### config.mk
export PLATFORM = sky130hd
export DESIGN_NAME = gbp_pht
export DESIGN_NICKNAME = d
export VERILOG_FILES = /design/src/sv/gbp_pkg.sv /design/src/sv/gbp_pht.sv
export SDC_FILE = /design/constraint.sdc
export NUM_CORES = 2
export LEC_CHECK = 0
export ABC_CLOCK_PERIOD_IN_PS = 26500
export BUFFER_PORTS_ARGS = -buffer_cell sky130_fd_sc_hd__buf_2
export CAP_MARGIN = 20
export CELL_PAD_IN_SITES_DETAIL_PLACEMENT = 0
export CELL_PAD_IN_SITES_GLOBAL_PLACEMENT = 1
export CORE_ASPECT_RATIO = 0.7
export CORE_MARGIN = 5
export CORE_UTILIZATION = 31
export DETAILED_ROUTE_END_ITERATION = 6
export PLACE_DENSITY = 0.5
export SETUP_SLACK_MARGIN = 0.5
export SLEW_MARGIN = 20
export SYNTH_ARGS = -nofsm -noshare
export SYNTH_HDL_FRONTEND = slang
export SYNTH_SLANG_ARGS = --single-unit
### constraint.sdc
create_clock -name clk -period 26.5 [get_ports clk]
set_input_delay 3.975 -clock clk [delete_from_list [all_inputs] [get_ports clk]]
set_output_delay 3.975 -clock clk [all_outputs]
set_load 0.005 [all_outputs]
### src/sv/gbp_pkg.sv
// Shared types and constants for the gshare predictor with branch target buffer.
// Holds the table sizes, counter codes and the packed words of both channels.
// No dependencies.
package gbp_pkg;

  localparam int BTB_ENTRIES = 256;
  localparam int PHT_ENTRIES = 1024;
  localparam int BTB_IW      = $clog2(BTB_ENTRIES);
  localparam int PHT_IW      = $clog2(PHT_ENTRIES);

  // two-bit saturating counter codes
  localparam logic [1:0] CTR_SNT = 2'b00;
  localparam logic [1:0] CTR_WNT = 2'b01;
  localparam logic [1:0] CTR_WT  = 2'b10;
  localparam logic [1:0] CTR_ST  = 2'b11;

  localparam logic KIND_PREDICT = 1'b0;
  localparam logic KIND_RESOLVE = 1'b1;

  typedef struct packed {
    logic               kind;
    logic [31:0]        fetch_pc;
    logic               rec_btb_hit;
    logic               rec_pred_taken;
    logic [7:0]         rec_btb_index;
    logic [9:0]         rec_pht_index;
    logic [31:0]        rec_next_pc;
    logic signed [15:0] branch_offset;
    logic               is_cond_branch;
    logic               outcome_taken;
  } gbp_in_t;

  typedef struct packed {
    logic        btb_hit;
    logic        predicted_taken;
    logic [31:0] next_fetch_pc;
    logic [31:0] fall_through_pc;
    logic [7:0]  btb_index_out;
    logic [9:0]  pht_index_out;
    logic        flush;
    logic [31:0] redirect_pc;
    logic        prediction_hit;
  } gbp_out_t;

  typedef struct packed {
    logic              en;
    logic [PHT_IW-1:0] idx;
    logic [1:0]        ctr;
  } gbp_pht_wr_t;

  typedef struct packed {
    logic [31:0] addr;
    logic [31:0] target;
  } gbp_btb_entry_t;

endpackage

### src/sv/gbp_pht.sv
// Pattern history table: 2-bit counters in a synchronous memory, one read port,
// one write port, and a clearing pass after reset that sets every entry weakly
// not taken. Depends on gbp_pkg.
module gbp_pht (
  input  logic                        clk,
  input  logic                        rst,
  input  logic                        rd_en,
  input  logic [gbp_pkg::PHT_IW-1:0]  rd_idx,
  output logic [1:0]                  rd_ctr,
  input  gbp_pkg::gbp_pht_wr_t        wr,
  output logic                        ready
);
  import gbp_pkg::*;

  logic [1:0]        mem [PHT_ENTRIES];
  logic              clearing;
  logic [PHT_IW-1:0] clr_idx;

  assign ready = !clearing;

  always_ff @(posedge clk) begin
    if (rst) begin
      clearing <= 1'b1;
      clr_idx  <= '0;
    end else if (clearing) begin
      clr_idx <= clr_idx + 1'b1;
      if (clr_idx == PHT_IW'(PHT_ENTRIES - 1)) begin
        clearing <= 1'b0;
      end
    end
  end

  always_ff @(posedge clk) begin
    if (clearing) begin
      mem[clr_idx] <= CTR_WNT;
    end else if (wr.en) begin
      mem[wr.idx] <= wr.ctr;
    end
    if (rd_en) begin
      rd_ctr <= mem[rd_idx];
    end
  end

endmodule

==> reports/results.tsv <==
stage	metric	value	unit
routing	DR iter-0 viols	5471	
global_routing	number of global-route vias before repair	47100	
setup_path	Critical Path Stages	11	
power_and_ir_drop	Leak	0.0307	uW
min_path	Hold Crit Class	reg -> reg	
timing	crit share post-route	0.324	
placement	placed cell area	0.0891	mm^2
die	Core ar.	0.274	mm^2
clocking	clock tree root buffer cell	clkbuf_16	
clocking	Post-CTS Resized	0	
final_layout	Syn-to-layout area delta	12.3	%
routing	length of routed met2 wiring	118000	um
yosys	Primary FF master, synth	edfxtp_1	
timing	max-slew violations	0	
yosys	cell taking the most area after synthesis	edfxtp_1	
yosys	Syn Nets	4980	
timing	Hold Fails Final Rpt	0	
setup_path	Worst Setup Path Type	in -> reg	
power_and_ir_drop	IR drop worst, VDD	54.5	uV
clocking	worst-case clock buffer depth	4	
yosys	synthesized flop and latch total	2061	
timing	Period minus WS final	8580	ps
yosys	synth warn	0	
clocking	H-tree level count	4	
setup_path	CP startpoint	rd_idx[1]	
routing	drt drc	0	
setup_path	setup slack, reg-to-reg	21260	ps
die	Die W	636	um
clocking	TritonCTS clock tree	yes	
die	num ports	29	
final_layout	# nets final	4981	
setup_path	type of origin of the critical path	input pin	
yosys	register area share after synthesis	0.726	
yosys	Mapped Area	0.0851	mm^2
routing	detailed-route wire length per cell	30.9	um
yosys	Cell variety after synth	75	
clocking	clock buffer count from CTS	210	
clocking	Clock Latency Late Sink	870	ps
setup_path	most used cell, CP	nor3_1	
final_layout	layout cell share with drive strength beyond 1	0.180	
routing	DR pass1 iterations	5	
timing	setup repair after global routing missed its margin	no	
final_layout	design area	0.0956	mm^2
timing	setup TNS	0	ps
placement	# port buffers	28	
yosys	Synth Instances	4953	
power_and_ir_drop	Total Power	6780	uW
die	Die H	448	um
routing	final wirelength	271000	um
power_and_ir_drop	Power Dens Cells	70.9	mW/mm^2
setup_path	Buffers & Inverters on Critical Path	4	
clocking	hold buffer count at cts	0	
yosys	Mapped Avg Cell Area	17.2	um^2
setup_path	Setup crit end kind	flip-flop	
timing	Worst Max-Slew Pin Slew	1190	ps
routing	via count	46700	
yosys	Synth top area share	0.723	
placement	GPL Wtd Cong	0.759	
global_routing	GRT Util Overall	0.186	
routing	via/cell ratio	5.32	
yosys	Post-synth ARST share	0	
clocking	CTS sink count	2061	
timing	Hold Worst Slack	545	ps
clocking	Worst-path clk slew	60	ps
setup_path	end point of the critical path	rd_ctr[1]	
timing	endpoints failing setup	0	
setup_path	delay-heaviest family, CP	buffers and inverters	
job	total of max-cap violations	0	
setup_path	critical-path cell list	buf_8 > buf_4 > buf_4 > buf_12 > mux4_2 > nor3_1 > nor3_1 > nand3_1 > nor3_1 > a21boi_0 > o211ai_1	
setup_path	RR Startpoint	clearing	
die	Die ar.	0.285	mm^2
routing	wl on met1	128000	um
routing	top sig layer	met4	
global_routing	initial antenna violation count	34	
setup_path	worst r2r dst	mem[119][0]	
global_routing	first-pass GRT wire length	378000	um
setup_path	CP max FO	124	
clocking	Setup Buffers After CTS	0	
global_routing	total grt overflow	0	
routing	antenna-violating nets left	0	
setup_path	CP max-delay cell	nor3_1	
run_status	status	finished clean	
setup_path	WP data arrival	9280	ps
yosys	EDFF count, synth	2050	
die	Rows	161	
timing	Peak Freq	0.117	GHz
placement	Detail Placement HPWL	153000	um
yosys	Area contributors post-synth	edfxtp_1 72%, mux4_2 9.8%, nor2_1 4.8%, mux2i_1 2.7%, mux4_1 1.4%	
global_routing	largest net degree at the start of global routing	222	
die	Starting Density	0.311	
routing	WL met3	20100	um
yosys	synth cell count leaders	2050 x edfxtp_1, 1082 x nor2_1, 372 x mux4_2	
yosys	most common cell in the netlist	edfxtp_1	
setup_path	critical path data required time	27200	ps
setup_path	Worst R2R Path Depth	7	
timing	clock skew	55.7	ps
setup_path	CP peak stage delay	710	ps
timing	Worst slew margin	0.210	
[area by class of cell]
type                            instances  area, um^2
Sequential cell                      2061       61800
Clock inverter                        108        1090
Antenna cell                            2        5.00
Timing Repair Buffer                  181        1430
Clock buffer                          249        5470
Tap cell                             3667        4590
Inverter                                9        36.3
Multi-Input combinational cell       2491       21200
Fill cell                           25800      179000
[how the worst min path moves through the flow]
stage	startpoint	end	slack, ps	cells past startpoint
2_1_floorplan	clr_idx[9]	clr_idx[9]	480	2
3_3_place_gp	clr_idx[9]	clr_idx[9]	520	2
3_5_place_dp	clr_idx[9]	clr_idx[9]	530	2
4_1_cts	clr_idx[9]	clr_idx[9]	540	2
5_1_grt	clr_idx[9]	clr_idx[9]	570	2
6_report	clr_idx[9]	clr_idx[9]	550	2
[cells in the final DEF, fill, tap and decap left out, types with 13 or more instances in the layout]
cell,count
a211oi_1,20
a21boi_0,13
a21oi_1,57
a221oi_1,14
a22o_1,14
a22oi_1,60
buf_2,23
buf_4,146
bufinv_16,24
clkbuf_1,36
clkbuf_16,213
clkinv_1,51
clkinv_2,29
edfxtp_1,2050
mux2_2,15
mux2i_1,227
mux4_1,45
mux4_2,372
nand2_1,129
nand2_4,21
nand2b_1,14
nand3_1,24
nor2_1,1074
nor3_1,35
o21ai_0,28
o221ai_1,94
o22ai_1,56
[registers in the layout, summed over array words and instances (netlist names)]
name,count
mem,2048
clr_idx,10
rd_ctr,2
clearing,1
[stage by stage]
| stage | worst slack [ps] | cells | utilization |
|---|---|---|---|
| detailed placement | 17040 | 8409 | 0.325 |
| global placement | 16830 | 8405 | 0.325 |
| CTS | 18010 | 8766 | 0.349 |
| floorplan | 5990 | 4953 | - |
| global route | 17850 | 8767 | 0.349 |
| finish | 17920 | 8768 | 0.349 |
[kinds of logic (layout without fill, tap and decap cells)]
kind of cell / count (synthesis) / after routing / share of synthesized area
flip-flops: 2061 / 2061 / 0.726
AND/OR/NAND/NOR: 1409 / 1409 / 0.0670
multiplexers: 659 / 659 / 0.141
AO/OA/AOI/OAI: 414 / 414 / 0.0355
buffers and inverters: 401 / 547 / 0.0300
XOR/XNOR: 8 / 8 / 0.000823
adder cells (fa/ha/maj): 1 / 1 / 0.000147
other: 0 / 2 / 0
[tightest hold or removal path, delay by kind of cell (launching register included)]
kind               cells  cell delay, ps
DFF                    1             350
AOI/OAI and AO/OA      2             150
[per-layer routing]
metal	vias to the layer above	track usage
met5	-	0
li1	19500	-
met2	1804	0.278
met4	0	0.0347
met3	293	0.0344
met1	25100	0.285
[power by group]
group	total [uW]	switching (uW)	leakage, uW	internal, uW
Sequential	3530	1.78	0.0201	3530
Clock	2960	1270	0.00322	1690
Combinational	288	188	0.00738	99.7
Power figures use the tool's default switching activity.
